**src/rtl/pmtss_pkg.sv**
```systemverilog
`default_nettype none
// ----------------------------------------------------------------------------
// pmtss_pkg
// Shared types and constants for the PMT section stream selector.
// ----------------------------------------------------------------------------
package pmtss_pkg;

  localparam int PROGRAM_SLOTS_DEF = 8;
  localparam int SLOT_W            = 3;

  localparam logic ACT_SECTION = 1'b0;
  localparam logic ACT_TABLE   = 1'b1;

  localparam logic [1:0] STATUS_OK      = 2'd0;
  localparam logic [1:0] STATUS_LEN_ERR = 2'd1;
  localparam logic [1:0] STATUS_NO_PROG = 2'd2;

  localparam logic [7:0] ST_MPEG1_VIDEO = 8'h01;
  localparam logic [7:0] ST_MPEG2_VIDEO = 8'h02;
  localparam logic [7:0] ST_H264_VIDEO  = 8'h1b;
  localparam logic [7:0] ST_MPEG1_AUDIO = 8'h03;
  localparam logic [7:0] ST_MPEG2_AUDIO = 8'h04;
  localparam logic [7:0] ST_AAC_AUDIO   = 8'h11;

  typedef enum logic [2:0] {
    PH_HEADER    = 3'd0,
    PH_PROG_INFO = 3'd1,
    PH_TYPE      = 3'd2,
    PH_PID_HI    = 3'd3,
    PH_PID_LO    = 3'd4,
    PH_ES_LEN_HI = 3'd5,
    PH_ES_LEN_LO = 3'd6,
    PH_ES_INFO   = 3'd7
  } phase_t;

  typedef struct packed {
    logic              action;
    logic [7:0]        data_byte;
    logic              last_byte;
    logic [SLOT_W-1:0] entry_index;
    logic [15:0]       entry_program;
    logic              entry_valid;
  } in_t;

  typedef struct packed {
    logic [1:0]        status;
    logic [15:0]       program_number;
    logic [SLOT_W-1:0] program_slot;
    logic [12:0]       video_pid;
    logic [12:0]       audio_pid;
  } out_t;

  typedef struct packed {
    logic              hit;
    logic [SLOT_W-1:0] slot;
  } match_t;

endpackage
`default_nettype wire

```
**src/rtl/pmt_section_stream_selector.sv**
```systemverilog
`default_nettype none
// ----------------------------------------------------------------------------
// pmt_section_stream_selector
// Parses a PMT section one byte per beat: checks section_length, looks the
// program up in the program table and keeps the last video and audio PIDs.
// ----------------------------------------------------------------------------
// Result path: a last section byte passes the input register, then its result is registered.
// Throughput: one beat per cycle, section bytes and table writes alike; only a
//   last byte waits in the input register while an earlier result is held.
// Reset: synchronous on rst_n; clears section state, both valid flags and all
//   program table valid bits.
module pmt_section_stream_selector
  import pmtss_pkg::*;
#(
  parameter int PROGRAM_SLOTS = PROGRAM_SLOTS_DEF
) (
  input  wire logic clk,
  input  wire logic rst_n,
  input  wire logic in_valid,
  output logic      in_ready,
  input  wire in_t  in_data,
  output logic      out_valid,
  input  wire logic out_ready,
  output out_t      out_data
);

  localparam logic [10:0] COUNT_LIMIT = 11'd1024;
  localparam logic [10:0] POS_LEN_HI  = 11'd1;
  localparam logic [10:0] POS_LEN_LO  = 11'd2;
  localparam logic [10:0] POS_PROG_HI = 11'd3;
  localparam logic [10:0] POS_PROG_LO = 11'd4;
  localparam logic [10:0] POS_INFO_HI = 11'd10;
  localparam logic [10:0] POS_INFO_LO = 11'd11;
  localparam logic [10:0] POS_LOOP    = 11'd12;
  localparam logic [10:0] MIN_COUNT   = 11'd5;

  // input register
  logic s1_valid_r;
  in_t  s1_data_r;
  logic s1_go;
  logic produce;

  // section state
  logic [10:0] pos_r,    pos_upd,    pos_nxt;
  logic [11:0] dlen_r,   dlen_upd,   dlen_nxt;
  logic [15:0] prog_r,   prog_upd,   prog_nxt;
  logic [11:0] info_r,   info_upd,   info_nxt;
  phase_t      phase_r,  phase_upd,  phase_nxt;
  logic [7:0]  etype_r,  etype_upd,  etype_nxt;
  logic [4:0]  pidhi_r,  pidhi_upd,  pidhi_nxt;
  logic [12:0] video_r,  video_upd,  video_nxt;
  logic [12:0] audio_r,  audio_upd,  audio_nxt;

  // result register
  logic out_valid_r, out_valid_nxt;
  out_t out_data_r,  out_data_nxt;

  logic   section_beat;
  logic   len_err;
  match_t match;
  out_t   result;

  assign section_beat = s1_valid_r && (s1_data_r.action == ACT_SECTION);
  assign produce      = section_beat && s1_data_r.last_byte;
  assign s1_go        = s1_valid_r && (!produce || !out_valid_r || out_ready);
  assign in_ready     = !s1_valid_r || s1_go;

  always_ff @(posedge clk) begin
    if (!rst_n) begin
      s1_valid_r <= 1'b0;
    end else if (in_ready) begin
      s1_valid_r <= in_valid;
    end
  end

  always_ff @(posedge clk) begin
    if (in_ready && in_valid) begin
      s1_data_r <= in_data;
    end
  end

  pmtss_table #(
    .PROGRAM_SLOTS (PROGRAM_SLOTS)
  ) u_table (
    .clk            (clk),
    .rst_n          (rst_n),
    .wr_en          (s1_go && (s1_data_r.action == ACT_TABLE)),
    .wr_index       (s1_data_r.entry_index),
    .wr_valid       (s1_data_r.entry_valid),
    .wr_program     (s1_data_r.entry_program),
    .lookup_program (prog_upd),
    .match          (match)
  );

  // Section update for one byte.
  always_comb begin
    logic [7:0]  b;
    logic [11:0] info_tmp;
    b         = s1_data_r.data_byte;
    info_tmp  = '0;
    pos_upd   = pos_r;
    dlen_upd  = dlen_r;
    prog_upd  = prog_r;
    info_upd  = info_r;
    phase_upd = phase_r;
    etype_upd = etype_r;
    pidhi_upd = pidhi_r;
    video_upd = video_r;
    audio_upd = audio_r;

    if (section_beat) begin
      if (pos_r < COUNT_LIMIT) begin
        case (pos_r)
          POS_LEN_HI:  dlen_upd = {b[3:0], 8'h00};
          POS_LEN_LO:  dlen_upd = dlen_r | {4'h0, b};
          POS_PROG_HI: prog_upd = {b, 8'h00};
          POS_PROG_LO: prog_upd = prog_r | {8'h00, b};
          POS_INFO_HI: info_upd = {b[3:0], 8'h00};
          POS_INFO_LO: begin
            info_tmp  = info_r | {4'h0, b};
            info_upd  = info_tmp;
            phase_upd = (info_tmp == '0) ? PH_TYPE : PH_PROG_INFO;
          end
          default: begin
            // walk the ES loop only ahead of the CRC
            if ((pos_r >= POS_LOOP) && ((13'(pos_r) + 13'd1) < 13'(dlen_r))) begin
              case (phase_r)
                PH_PROG_INFO, PH_ES_INFO: begin
                  info_tmp = info_r - 12'd1;
                  info_upd = info_tmp;
                  if (info_tmp == '0) begin
                    phase_upd = PH_TYPE;
                  end
                end
                PH_TYPE: begin
                  etype_upd = b;
                  phase_upd = PH_PID_HI;
                end
                PH_PID_HI: begin
                  pidhi_upd = b[4:0];
                  phase_upd = PH_PID_LO;
                end
                PH_PID_LO: begin
                  if (etype_r inside {ST_MPEG1_VIDEO, ST_MPEG2_VIDEO, ST_H264_VIDEO}) begin
                    video_upd = {pidhi_r, b};
                  end else if (etype_r inside {ST_MPEG1_AUDIO, ST_MPEG2_AUDIO,
                                               ST_AAC_AUDIO}) begin
                    audio_upd = {pidhi_r, b};
                  end
                  phase_upd = PH_ES_LEN_HI;
                end
                PH_ES_LEN_HI: begin
                  info_upd  = {b[3:0], 8'h00};
                  phase_upd = PH_ES_LEN_LO;
                end
                PH_ES_LEN_LO: begin
                  info_tmp  = info_r | {4'h0, b};
                  info_upd  = info_tmp;
                  phase_upd = (info_tmp == '0) ? PH_TYPE : PH_ES_INFO;
                end
                default: ;
              endcase
            end
          end
        endcase
      end
      // saturate one past the limit to mark an overlong section
      if (pos_r <= COUNT_LIMIT) begin
        pos_upd = pos_r + 11'd1;
      end
    end
  end

  // Result on the last byte.
  assign len_err = (pos_upd > COUNT_LIMIT) || (pos_upd < MIN_COUNT) ||
                   (13'(pos_upd) != (13'(dlen_upd) + 13'd3));

  always_comb begin
    result                = '0;
    result.program_number = prog_upd;
    if (len_err) begin
      result.status = STATUS_LEN_ERR;
    end else if (match.hit) begin
      result.status       = STATUS_OK;
      result.program_slot = match.slot;
      result.video_pid    = video_upd;
      result.audio_pid    = audio_upd;
    end else begin
      result.status = STATUS_NO_PROG;
    end
  end

  always_comb begin
    pos_nxt   = pos_r;
    dlen_nxt  = dlen_r;
    prog_nxt  = prog_r;
    info_nxt  = info_r;
    phase_nxt = phase_r;
    etype_nxt = etype_r;
    pidhi_nxt = pidhi_r;
    video_nxt = video_r;
    audio_nxt = audio_r;
    if (s1_go) begin
      if (produce) begin
        // drop all section state once the result is out
        pos_nxt   = '0;
        dlen_nxt  = '0;
        prog_nxt  = '0;
        info_nxt  = '0;
        phase_nxt = PH_HEADER;
        etype_nxt = '0;
        pidhi_nxt = '0;
        video_nxt = '0;
        audio_nxt = '0;
      end else begin
        pos_nxt   = pos_upd;
        dlen_nxt  = dlen_upd;
        prog_nxt  = prog_upd;
        info_nxt  = info_upd;
        phase_nxt = phase_upd;
        etype_nxt = etype_upd;
        pidhi_nxt = pidhi_upd;
        video_nxt = video_upd;
        audio_nxt = audio_upd;
      end
    end
  end

  always_comb begin
    out_valid_nxt = out_valid_r && !out_ready;
    out_data_nxt  = out_data_r;
    if (s1_go && produce) begin
      out_valid_nxt = 1'b1;
      out_data_nxt  = result;
    end
  end

  always_ff @(posedge clk) begin
    if (!rst_n) begin
      pos_r       <= '0;
      dlen_r      <= '0;
      prog_r      <= '0;
      info_r      <= '0;
      phase_r     <= PH_HEADER;
      etype_r     <= '0;
      pidhi_r     <= '0;
      video_r     <= '0;
      audio_r     <= '0;
      out_valid_r <= 1'b0;
    end else begin
      pos_r       <= pos_nxt;
      dlen_r      <= dlen_nxt;
      prog_r      <= prog_nxt;
      info_r      <= info_nxt;
      phase_r     <= phase_nxt;
      etype_r     <= etype_nxt;
      pidhi_r     <= pidhi_nxt;
      video_r     <= video_nxt;
      audio_r     <= audio_nxt;
      out_valid_r <= out_valid_nxt;
    end
  end

  always_ff @(posedge clk) begin
    out_data_r <= out_data_nxt;
  end

  assign out_valid = out_valid_r;
  assign out_data  = out_data_r;

endmodule
`default_nettype wire

```
**src/rtl/pmtss_table.sv**
```systemverilog
`default_nettype none
// ----------------------------------------------------------------------------
// pmtss_table
// Program table: per-slot valid bit and program number, written one slot
// per beat, with a lowest-slot-first match on a program number.
// ----------------------------------------------------------------------------
module pmtss_table
  import pmtss_pkg::*;
#(
  parameter int PROGRAM_SLOTS = PROGRAM_SLOTS_DEF
) (
  input  wire logic              clk,
  input  wire logic              rst_n,
  input  wire logic              wr_en,
  input  wire logic [SLOT_W-1:0] wr_index,
  input  wire logic              wr_valid,
  input  wire logic [15:0]       wr_program,
  input  wire logic [15:0]       lookup_program,
  output match_t                 match
);

  // Only slots reachable by the index field are stored.
  localparam int NUM_SLOTS = (PROGRAM_SLOTS < (1 << SLOT_W)) ? PROGRAM_SLOTS : (1 << SLOT_W);

  logic [NUM_SLOTS-1:0] valid_r;
  logic [15:0]          program_r [NUM_SLOTS];

  for (genvar g = 0; g < NUM_SLOTS; g++) begin : g_slot
    always_ff @(posedge clk) begin
      if (!rst_n) begin
        valid_r[g] <= 1'b0;
      end else if (wr_en && (wr_index == SLOT_W'(g))) begin
        valid_r[g] <= wr_valid;
      end
    end

    always_ff @(posedge clk) begin
      if (wr_en && (wr_index == SLOT_W'(g))) begin
        program_r[g] <= wr_program;
      end
    end
  end

  // Scan from the top so the lowest matching slot wins.
  always_comb begin
    match = '0;
    for (int i = NUM_SLOTS - 1; i >= 0; i--) begin
      if (valid_r[i] && (program_r[i] == lookup_program)) begin
        match.hit  = 1'b1;
        match.slot = SLOT_W'(i);
      end
    end
  end

endmodule
`default_nettype wire
```
**config.mk**
```make
export PLATFORM = sky130hd
export DESIGN_NAME = pmt_section_stream_selector
export DESIGN_NICKNAME = d
export VERILOG_FILES = /design/src/rtl/pmtss_pkg.sv /design/src/rtl/pmt_section_stream_selector.sv /design/src/rtl/pmtss_table.sv
export SDC_FILE = /design/constraint.sdc
export NUM_CORES = 1
export LEC_CHECK = 0
export BUFFER_PORTS_ARGS = -buffer_cell sky130_fd_sc_hd__buf_2
export CAP_MARGIN = 20
export CORE_ASPECT_RATIO = 1.75
export CORE_MARGIN = 2
export CORE_UTILIZATION = 50
export CTS_CLUSTER_SIZE = 14
export DETAILED_ROUTE_END_ITERATION = 8
export PLACE_DENSITY = 0.69
export RECOVER_POWER = 50
export REMOVE_ABC_BUFFERS = 1
export SLEW_MARGIN = 10
export SYNTH_ARGS = -nofsm -noshare
export SYNTH_HDL_FRONTEND = slang
export SYNTH_HIERARCHICAL = 1
export SYNTH_SLANG_ARGS = --single-unit
```
**constraint.sdc**
```tcl
create_clock -name clk -period 5.15 [get_ports clk]
set_input_delay 0.2575 -clock clk [delete_from_list [all_inputs] [get_ports clk]]
set_output_delay 0.2575 -clock clk [all_outputs]
set_load 0.01 [all_outputs]
```
==> out/qor.csv, run 1 <==
stage,metric,value,unit
outcome,outcome,finished clean,
critical_path,cp_slowest_stage_delay,0.64,ns
timing,hold_viol_final,0,
global_route,gr-total-overflow,0,
critical_path,slowest_stage,or4_1,
synthesis,ys.flop_type,edfxtp_1,
placed_design,place_area,16000,um^2
floorplanning,row_count,84,
detailed_routing,vias_per_cell,5.92,
cells_and_area,antennaDiodeCount,0,
detailed_routing,vias,11000,
floorplanning,coreArea,30000,um^2
synthesis,syn_inst,1346,
clocking,cts-root-buf,clkbuf_16,
global_route,grt_pass1_vias,11200,
timing,min_period,4.80,ns
critical_path,rr_startpoint,pos_r[5],
synthesis,syn_avg_cell_area,11.3,um^2
cells_and_area,nets,1495,
clocking,clk_latency,0.57,ns
critical_path,crit_path_max_fanout,29,
placed_design,pre_cts_ws,0.424,ns
timing,hold_ws,0.0716,ns
synthesis,synth_edf_count,205,
pwr,cellPowerDensity,298,nW/um^2
detailed_routing,drcViolationCount,0,
timing,setup_tns,0,ns
global_route,grt_pass1_wl,65700,um
global_route,antenna_found_initial,0,
placed_design,portBuffers,82,
critical_path,crit_required,5.53,ns
floorplanning,die_area,31800,um^2
synthesis,synth_top_area_share,40.6,%
floorplanning,ios,83,
critical_path,reg2reg_setup_slack,0.35,ns
timing,relSlewSlack,15.1,%
critical_path,crit_family,simple AND/OR/NAND/NOR gates,
synthesis,synth_top_cell_by_area,edfxtp_1,
timing,timing.final.crit_share,93.3,%
timing,setup_ws,0.347,ns
placed_design,dpl.hpwl,31700,um
detailed_routing,wl_per_cell,23.6,um
synthesis,netlist_area,15200,um^2
synthesis,synth-seq-area-share,54.2,%
clocking,path_clk_slew,0.07,ns
worst_hold_path,min_to,info_r[5],
timing,clock_skew,0.0161,ns
timing,worstMarginPinSlew,1.27,ns
synthesis,ys_types,73,
global_route,grt_max_degree,56,
worst_hold_path,whs_path_depth,2,
worst_hold_path,min_path_type,input port to register,
critical_path,reg2regPathDepth,16,
clocking,clockBufferDepth,3,
cells_and_area,final_cell_area,17200,um^2
clocking,numCtsBuffers,29,
timing,finalSetupViolCount,0,
clocking,cts_setup_buffers,0,
synthesis,ys_seq_elements,308,
timing,rsz0062_at_grt,false,
cells_and_area,fillers,2593,
clocking,cts.sinks,308,
critical_path,path_class,register to register,
cells_and_area,area_growth,13.3,%
critical_path,crit_chain,or4_1 -> nor2_1 -> and4_1 -> a21oi_1 -> nor2_1 -> buf_4 -> xnor2_1 -> nand4_1 -> nor4_1 -> nand3_1 -> nand2b_1 -> nor2_1 -> nand2_1 -> nand4_1 -> buf_4 -> nor4_2,
clocking,cts_tree,yes,
critical_path,cp-start-kind,register,
critical_path,path_buf_inv,2,
synthesis,async_flop_share,0,%
detailed_routing,drt_iter0_drc,684,
critical_path,reg2reg_to,out_data[9],
pwr,p_leak,5.87,nW
global_route,grtUsageTotal,27.7,%
worst_hold_path,hold_start,rst_n,
critical_path,startpoint,pos_r[5],
detailed_routing,routed_wl,43800,um
detailed_routing,final_antenna_net_count,0,
critical_path,arrival,5.18,ns
synthesis,yosys_warnings,6,
cells_and_area,drive_gt1_share,13.4,%
pwr,fin_total_pwr,5.13,mW
floorplanning,die_width,136,um
synthesis,synth_area_leaders,"edfxtp_1, dfxtp_1, xnor2_1",
placed_design,gp_congestion,0.954,
pwr,peakVddDrop,0.280,mV
critical_path,cp-end-kind,register,
timing,fmax,208,MHz
timing,report.final.slew_viol_count,0,
floorplanning,die_y,234,um
job,cap_viol_max_count,0,
detailed_routing,drtPass1Iterations,5,
clocking,htree_levels,1,
floorplanning,start_util,50.6,%
critical_path,cpMostUsedCell,nor2_1,
-- cell families after synthesis --
family | share of synthesized area [%]
xor+xnor | 9.69
simple gates | 16.9
compound gates | 10.3
fa+ha+maj | 1.48
buf+inv | 3.99
mux | 3.51
flops | 54.2
-- power breakdown --
part	switching [mW]	internal (mW)	leakage, nW
logic	0.145	0.0851	2.64
clock network	0.928	1.27	0.470
registers	0.0440	2.66	2.76
-- worst reg2reg max path, stage by stage, from the launching register on --
cell,delay [ns]
dfxtp_1,0.42
or4_1,0.65
nor2_1,0.28
and4_1,0.36
a21oi_1,0.10
nor2_1,0.49
buf_4,0.29
xnor2_1,0.13
nand4_1,0.15
nor4_1,0.51
nand3_1,0.17
nand2b_1,0.17
nor2_1,0.07
nand2_1,0.13
nand4_1,0.10
buf_4,0.30
nor4_2,0.29
-- per-layer routing --
metal  up-vias  track usage, %  part of all wire, %
met2       359            52.2                   53
met3       150            3.01                  3.8
met5         -               0                    0
met4         0            21.3                  8.8
li1       5126               -                    -
met1      5341            27.3                   34
-- flip-flops by register name (all words and copies together) (netlist names), 12 cells and up --
name,count
dlen_r,12
out_data,47
s1_data_r,30
info_r,12
u_table/program_r,128
prog_r,16
audio_r,13
video_r,13
-- synthesized netlist by cell type (32+ instances only) --
master	number
xor2_1	39
clkbuf_1	65
inv_1	32
nor2_1	134
dfxtp_1	103
nand4_1	32
a22oi_1	57
nand2_1	76
o21ai_0	43
a21oi_1	52
edfxtp_1	205
mux2i_1	43
xnor2_1	127
-- what timing repair did --
item	CTS	global route
hold buffers	31	0
endpoints found under the setup margin	0	11
endpoints found under the hold margin	31	0
gates resized for setup	0	1
-- layout make-up --
type	instances	area [um^2]	share of cell area [%]
repair buffers	161	1020	5.96
flip-flops and latches	308	8220	47.8
multi-input cells	911	6370	37.1
well taps	387	484	2.82
inverters	32	120	0.699
clock buffers	43	828	4.82
clock inverters	11	143	0.830
-- worst max-delay path by stage --
stage              endpoint  cells past startpoint
4_1_cts         out_data[8]                     14
3_5_place_dp    out_data[8]                     14
3_3_place_gp   out_data[21]                     14
5_1_grt        out_data[26]                     16
2_1_floorplan  out_data[17]                     13
6_report        out_data[9]                     16
-- through the flow --
step | util, % | cells
after floorplan | - | 1251
after CTS | 57.6 | 1852
after global placement | 53.3 | 1767
final | 57.4 | 1853
after global routing | 57.4 | 1853
after detailed placement | 53.3 | 1767
-- cells in the final DEF, fill, tap and decap left out, drive strengths merged, types with 43 or more instances in the layout --
| cell | count |
|---|---|
| dfxtp | 103 |
| xnor2 | 127 |
| nor2 | 136 |
| nand2 | 76 |
| mux2i | 43 |
| nor4 | 53 |
| a21oi | 53 |
| edfxtp | 205 |
| o21ai | 44 |
| a22oi | 57 |
| clkbuf | 98 |
| buf | 75 |
Power figures use the tool's default switching activity.
==> run 2: changes to the inputs <==
--- a/config.mk
+++ b/config.mk
@@ -18,5 +18,4 @@
 export SLEW_MARGIN = 10
 export SYNTH_ARGS = -nofsm -noshare
 export SYNTH_HDL_FRONTEND = slang
-export SYNTH_HIERARCHICAL = 1
 export SYNTH_SLANG_ARGS = --single-unit
==> run 2 against run 1 <==
Net effect: the flow now finishes with violations (hold timing); critical path depth decreased by 5; via count increased by 11%; worst hold slack got worse by 0.10 ns; final cell count increased by 3.9%; global-route usage increased by 3.5 points; largest cell class unchanged.
==> out/qor.csv, run 2 <==
stage,metric,value,unit
detailed_routing,final_antenna_net_count,0,
global_route,gr-total-overflow,0,
timing,hold_viol_final,1,
timing,clock_skew,0.0219,ns
global_route,antenna_found_initial,0,
detailed_routing,wl_per_cell,25.7,um
global_route,grt_use_met2,55.7,%
clocking,cts-root-buf,clkbuf_16,
global_route,met1_usage,31.4,%
placed_design,dpl.hpwl,35300,um
timing,setup_tns,0,ns
detailed_routing,vias,12200,
pwr,cellPowerDensity,291,nW/um^2
clocking,htree_levels,1,
critical_path,reg2reg_setup_slack,0.24,ns
global_route,grt_pass1_wl,74400,um
timing,hold_ws,-0.0283,ns
cells_and_area,area_growth,13.9,%
synthesis,syn_avg_cell_area,10.8,um^2
global_route,use_met3,4.95,%
critical_path,cp_slowest_stage_delay,0.71,ns
outcome,violations,hold timing,
timing,relSlewSlack,18.3,%
global_route,busiest_layer,met2,
floorplanning,die_y,235,um
cells_and_area,antennaDiodeCount,0,
synthesis,async_flop_share,0,%
cells_and_area,largest_register_ffs,128,
floorplanning,coreArea,30100,um^2
cells_and_area,mostFrequentLayoutCells,"edfxtp_1, dfxtp_1, nor2_1, xor2_1, nand2_1",
floorplanning,ios,83,
critical_path,slowest_stage,dfxtp_1,
global_route,grt_pass1_vias,12200,
synthesis,synth_area_leaders,"edfxtp_1, dfxtp_1, xor2_1",
critical_path,crit_required,5.62,ns
synthesis,synth_edf_count,205,
cells_and_area,largest-register,u_table.program_r,
synthesis,synth_top_cell_by_area,edfxtp_1,
clocking,clk_latency,0.59,ns
cells_and_area,final_common_cell,edfxtp_1,
floorplanning,start_util,50.9,%
synthesis,netlist_area,15300,um^2
synthesis,yosys_warnings,0,
synthesis,ys_types,87,
timing,rsz0062_at_grt,false,
clocking,cts.sinks,308,
job,cap_viol_max_count,0,
synthesis,ys_top_cells_by_count,"edfxtp_1, dfxtp_1, nor2_1, xor2_1, nand2_1",
detailed_routing,vias_per_cell,6.31,
clocking,numCtsBuffers,29,
timing,min_period,4.91,ns
clocking,path_clk_slew,0.07,ns
timing,worstMarginPinSlew,1.23,ns
floorplanning,die_area,32000,um^2
timing,report.final.slew_viol_count,0,
placed_design,pre_cts_ws,0.168,ns
timing,fmax,204,MHz
detailed_routing,drt_iter0_drc,1110,
clocking,clockBufferDepth,3,
timing,setup_ws,0.241,ns
pwr,peakVddDrop,0.271,mV
synthesis,ys_seq_elements,308,
detailed_routing,drtPass1Iterations,6,
placed_design,gp_congestion,1.03,
floorplanning,die_width,136,um
clocking,cts_setup_buffers,0,
critical_path,crit_family,simple AND/OR/NAND/NOR gates,
worst_hold_path,min_path_type,input port to register,
critical_path,crit_path_max_fanout,17,
critical_path,cp-start-kind,register,
critical_path,arrival,5.38,ns
synthesis,synth-seq-area-share,53.8,%
global_route,grt_max_degree,52,
timing,timing.final.crit_share,95.3,%
pwr,p_leak,6.05,nW
synthesis,ys.flop_type,edfxtp_1,
cells_and_area,nets,1571,
detailed_routing,routed_wl,49500,um
critical_path,cp-end-kind,register,
synthesis,synth_most_common_cell,edfxtp_1,
critical_path,crit_chain,nand4_1 -> buf_4 -> nor3_1 -> xor2_1 -> ha_1 -> and4_1 -> a221oi_1 -> nand2_1 -> o311ai_1 -> nand2_1 -> o41ai_1,
outcome,outcome,"complete, but fails checks",
critical_path,cpMostUsedCell,nand2_1,
cells_and_area,fillers,2543,
cells_and_area,drive_gt1_share,10.4,%
synthesis,synth_top_area_share,40.3,%
global_route,grtUsageTotal,31.2,%
critical_path,path_class,register to register,
critical_path,path_buf_inv,1,
placed_design,portBuffers,82,
floorplanning,row_count,84,
timing,finalSetupViolCount,0,
clocking,cts_tree,yes,
detailed_routing,drcViolationCount,0,
synthesis,syn_inst,1411,
==> run 2: cell types whose count changed in the layout (fill, tap and decap cells not counted), sizes merged, moves of 9 or more <==
cell	before	now
a22o	0	26
a22oi	57	41
buf	75	86
inv	34	74
nor2	136	97
nor3	30	59
nor4	53	34
o22ai	1	17
o2bb2ai	1	10
xnor2	127	68
xor2	40	80
==> run 2: tightest hold or removal path, stage by stage <==
cell	delay (ns)
buf_2	0.10
inv_1	0.07
a21oi_1	0.07
==> run 2: final timing paths <==
path / start / end / cells past startpoint
setup / recovery: pos_r[2] / info_r[3] / 11
hold / removal: in_valid / s1_valid_r / 3
setup reg to reg: pos_r[2] / info_r[3] / 11
hold reg to reg: audio_r[12] / audio_r[12] / 1
==> run 2: per-stage QoR <==
| step | instances | instance area, um^2 | util [%] | power [mW] |
|---|---|---|---|---|
| 6_report | 1926 | 17400 | 57.9 | 5.07 |
| 5_1_grt | 1926 | 17400 | 57.9 | 5.20 |
| 4_1_cts | 1924 | 17500 | 58.2 | 5.08 |
| 3_5_place_dp | 1842 | 16300 | 54.1 | 2.95 |
| 3_3_place_gp | 1841 | 16200 | 54.0 | 2.95 |
| 2_1_floorplan | 1314 | 14900 | - | 2.83 |
==> run 2: what timing repair did <==
item,4_1_cts,5_1_grt
gates resized for setup,0,1
hold buffers,31,0
hold endpoints to repair,31,0
setup endpoints to repair,0,12
==> run 2: cell type report <==
class | count | area, um^2 | share of cell area [%]
clock buffers | 34 | 744 | 4.27
flip-flops and latches | 308 | 8220 | 47.2
clock inverters | 17 | 174 | 0.998
inverters | 72 | 270 | 1.55
repair buffers | 174 | 1110 | 6.38
well taps | 387 | 484 | 2.78
multi-input cells | 934 | 6420 | 36.8
==> run 2: cell families (layout without fill, tap and decap cells) <==
group                      count (synthesis)  in the layout  share of synthesized area (%)
and+or+nand+nor                          415            415                           14.3
AOI/OAI and AO/OA                        310            310                           14.6
DFF                                      308            308                           53.8
buffers and inverters                    169            297                           4.50
xor gates and xnor gates                 148            148                           8.58
muxes                                     43             43                           2.82
adders and majority gates                 18             18                           1.47
==> run 2: routing by layer <==
layer  up-vias  wire length (um)
li1       5471                 -
met1      5877             16200
met2       564             25500
met3       246              2720
met4         0              5070
met5         -                 0
==> run 2: where the power goes <==
| group | total, mW | internal, mW | switching, mW |
|---|---|---|---|
| registers | 2.70 | 2.66 | 0.0428 |
| clock network | 2.15 | 1.18 | 0.965 |
| logic | 0.223 | 0.0733 | 0.149 |
| total | 5.07 | 3.92 | 1.16 |
==> run 3: changes to the inputs <==
--- a/config.mk
+++ b/config.mk
@@ -5,6 +5,7 @@
 export SDC_FILE = /design/constraint.sdc
 export NUM_CORES = 1
 export LEC_CHECK = 0
+export ABC_AREA = 1
 export BUFFER_PORTS_ARGS = -buffer_cell sky130_fd_sc_hd__buf_2
 export CAP_MARGIN = 20
 export CORE_ASPECT_RATIO = 1.75
@@ -12,7 +13,7 @@
 export CORE_UTILIZATION = 50
 export CTS_CLUSTER_SIZE = 14
 export DETAILED_ROUTE_END_ITERATION = 8
-export PLACE_DENSITY = 0.69
+export PLACE_DENSITY = 0.67
 export RECOVER_POWER = 50
 export REMOVE_ABC_BUFFERS = 1
 export SLEW_MARGIN = 10
==> run 3 against run 2 <==
Net effect: the flow finishes with violations (capacitance limit, slew limit); critical path depth grew 6; flip-flop and latch count is the same; worst setup slack better by 0.30 ns; maximum frequency up 6.5%; register-to-register slack improved by 0.30 ns; sequential share of layout area rose by 0.44 points; global-route usage shrank 3.1 points; clock-buffer cell count stayed put; critical endpoint is now out_data[21]; largest cell class unchanged; clock power barely moved.
==> out/qor.csv, run 3 <==
stage,metric,value,unit
critical_path,worst-path-stages,17,
floorplanning,ios,83,
synthesis,syn_avg_cell_area,8.42,um^2
global_route,grt_pass1_wl,68400,um
critical_path,worstSetupEndpoint,out_data[21],
critical_path,reg2reg_to,out_data[21],
timing,finalSetupViolCount,0,
detailed_routing,routed_wl,45100,um
detailed_routing,wl_per_cell,19.2,um
detailed_routing,vias_per_cell,5.35,
synthesis,ys.flop_type,edfxtp_1,
cells_and_area,final_cell_area,17300,um^2
timing,fmax,217,MHz
job,cap_viol_max_count,2,
cells_and_area,final_common_cell,nand2_1,
synthesis,async_flop_share,0,%
cells_and_area,antennaDiodeCount,0,
pwr,peakVddDrop,0.270,mV
detailed_routing,vias,12500,
synthesis,synth_most_common_cell,nand2_1,
synthesis,syn_inst,1825,
clocking,cts-root-buf,clkbuf_16,
timing,rsz0062_at_grt,false,
detailed_routing,drt_iter0_drc,744,
synthesis,synth_top_area_share,40.0,%
clocking,path_clk_slew,0.07,ns
timing,worstMarginPinSlew,2.09,ns
timing,timing.final.crit_share,89.5,%
critical_path,cp_slowest_stage_delay,0.64,ns
synthesis,ys_types,50,
timing,min_period,4.61,ns
floorplanning,row_count,85,
clocking,numCtsBuffers,29,
critical_path,slowest_stage,nor2_1,
clocking,htree_levels,1,
critical_path,crit_chain,ha_1 -> inv_1 -> nor2_1 -> nand3_4 -> nand2_1 -> nand2_1 -> nand2_1 -> o21ai_0 -> nor2_1 -> nand3_1 -> nor2_1 -> nand2_1 -> nand2_1 -> nor2_1 -> nand2_2 -> nand2_2 -> nor2_2,
clocking,clockBufferDepth,3,
global_route,grt_max_degree,91,
detailed_routing,drtPass1Iterations,5,
floorplanning,die_area,32200,um^2
worst_hold_path,hold_start,out_ready,
cells_and_area,drive_gt1_share,7.53,%
timing,setup_tns,0,ns
clocking,clk_latency,0.59,ns
critical_path,rr_startpoint,pos_r[0],
cells_and_area,largest_register_ffs,128,
placed_design,dpl.hpwl,33000,um
outcome,violations,"capacitance limit, slew limit",
clocking,cts.sinks,308,
detailed_routing,final_antenna_net_count,0,
global_route,gr-total-overflow,0,
pwr,cellPowerDensity,294,nW/um^2
worst_hold_path,min_path_type,input port to register,
critical_path,reg2reg_setup_slack,0.54,ns
critical_path,crit_required,5.57,ns
cells_and_area,final_util,56.5,%
timing,hold_viol_final,0,
synthesis,synth_edf_count,205,
floorplanning,die_width,137,um
timing,relSlewSlack,-39.9,%
cells_and_area,area_growth,12.2,%
critical_path,crit_family,simple AND/OR/NAND/NOR gates,
global_route,grt_pass1_vias,12400,
global_route,antenna_found_initial,0,
critical_path,startpoint,pos_r[0],
synthesis,synth-seq-area-share,53.5,%
global_route,grtUsageTotal,28.2,%
cells_and_area,nets,1985,
critical_path,cpMostUsedCell,nand2_1,
critical_path,path_class,register to register,
critical_path,crit_path_max_fanout,26,
cells_and_area,mostFrequentLayoutCells,"nand2_1, inv_1, edfxtp_1, nor2_1, nand3_1",
critical_path,cp-start-kind,register,
placed_design,place_area,16100,um^2
critical_path,path_buf_inv,1,
critical_path,arrival,5.03,ns
synthesis,synth_area_leaders,"edfxtp_1, dfxtp_1, nand2_1",
detailed_routing,drcViolationCount,0,
outcome,outcome,"complete, but fails checks",
cells_and_area,largest-register,u_table.program_r,
placed_design,gp_congestion,0.948,
synthesis,yosys_warnings,0,
floorplanning,die_y,236,um
synthesis,ys_seq_elements,308,
floorplanning,start_util,50.4,%
synthesis,netlist_area,15400,um^2
timing,clock_skew,0.0211,ns
floorplanning,coreArea,30500,um^2
timing,report.final.slew_viol_count,43,
clocking,cts_setup_buffers,0,
placed_design,portBuffers,82,
critical_path,cp-end-kind,register,
synthesis,synth_top_cell_by_area,edfxtp_1,
critical_path,reg2regPathDepth,17,
clocking,cts_tree,yes,
pwr,p_leak,6.95,nW
synthesis,ys_top_cells_by_count,"nand2_1, inv_1, edfxtp_1, nor2_1, nand3_1",
run 3: cell families (layout without fill, tap and decap cells):
group | Yosys count | in the layout | share of synthesized area (%)
buf+inv | 300 | 428 | 7.96
xor+xnor | 56 | 56 | 3.19
compound gates | 263 | 263 | 9.58
simple gates | 880 | 880 | 24.4
fa+ha+maj | 18 | 18 | 1.46
flops | 308 | 308 | 53.5
run 3: metrics by stage:
step	hold WS (ns)	std cells	setup slack, ns	total power, mW
3_5_place_dp	0.436	2261	0.317	2.98
4_1_cts	0.00463	2343	0.316	5.10
5_1_grt	0.0325	2344	0.0681	5.21
2_1_floorplan	0.356	1769	1.17	2.87
3_3_place_gp	0.434	2261	0.558	2.98
6_report	0.00633	2344	0.543	5.07
run 3: area by class of cell:
class / instances / area [um^2]
clock buffers: 34 / 744
clock inverters: 17 / 164
fillers: 2813 / 13300
inverters: 244 / 916
multi-input cells: 1217 / 5930
flip-flops and latches: 308 / 8220
well taps: 391 / 489
repair buffers: 133 / 795
run 3: how the worst min path moves through the flow:
stage	slack [ns]	cells past startpoint	end
finish	0.006	4	out_valid
global route	0.03	4	out_valid
CTS	0.005	4	out_valid
detailed placement	0.44	1	s1_data_r[11]
global placement	0.43	1	s1_data_r[22]
floorplan	0.36	0	s1_data_r[0]
run 3: worst reg2reg max path, cell delays in order, from the launching register on:
cell and delay, ns:
dfxtp_1 0.44, ha_1 0.26, inv_1 0.06, nor2_1 0.64, nand3_4 0.40, nand2_1 0.23, nand2_1 0.37, nand2_1 0.20
o21ai_0 0.11, nor2_1 0.25, nand3_1 0.17, nor2_1 0.25, nand2_1 0.13, nand2_1 0.11, nor2_1 0.06, nand2_2 0.12
nand2_2 0.43, nor2_2 0.26
run 3: where the power goes:
| group | internal, mW | switching (mW) |
|---|---|---|
| combinational | 0.0760 | 0.170 |
| clock | 1.18 | 0.949 |
| sequential | 2.66 | 0.0373 |
run 3: repair_timing:
action,4_1_cts,5_1_grt
hold buffers,31,0
resized for setup,0,1
setup endpoints to repair,0,26
endpoints found under the hold margin,31,0
run 3: metal layers:
layer	global-route usage, %	wire length (um)	share of wire [%]	vias to the layer above
li1	-	-	-	6181
met1	27.7	15500	34	5872
met2	54.5	25000	55	354
met3	2.73	1550	3.4	130
met4	17.2	3060	6.8	0
met5	0	0	0	-
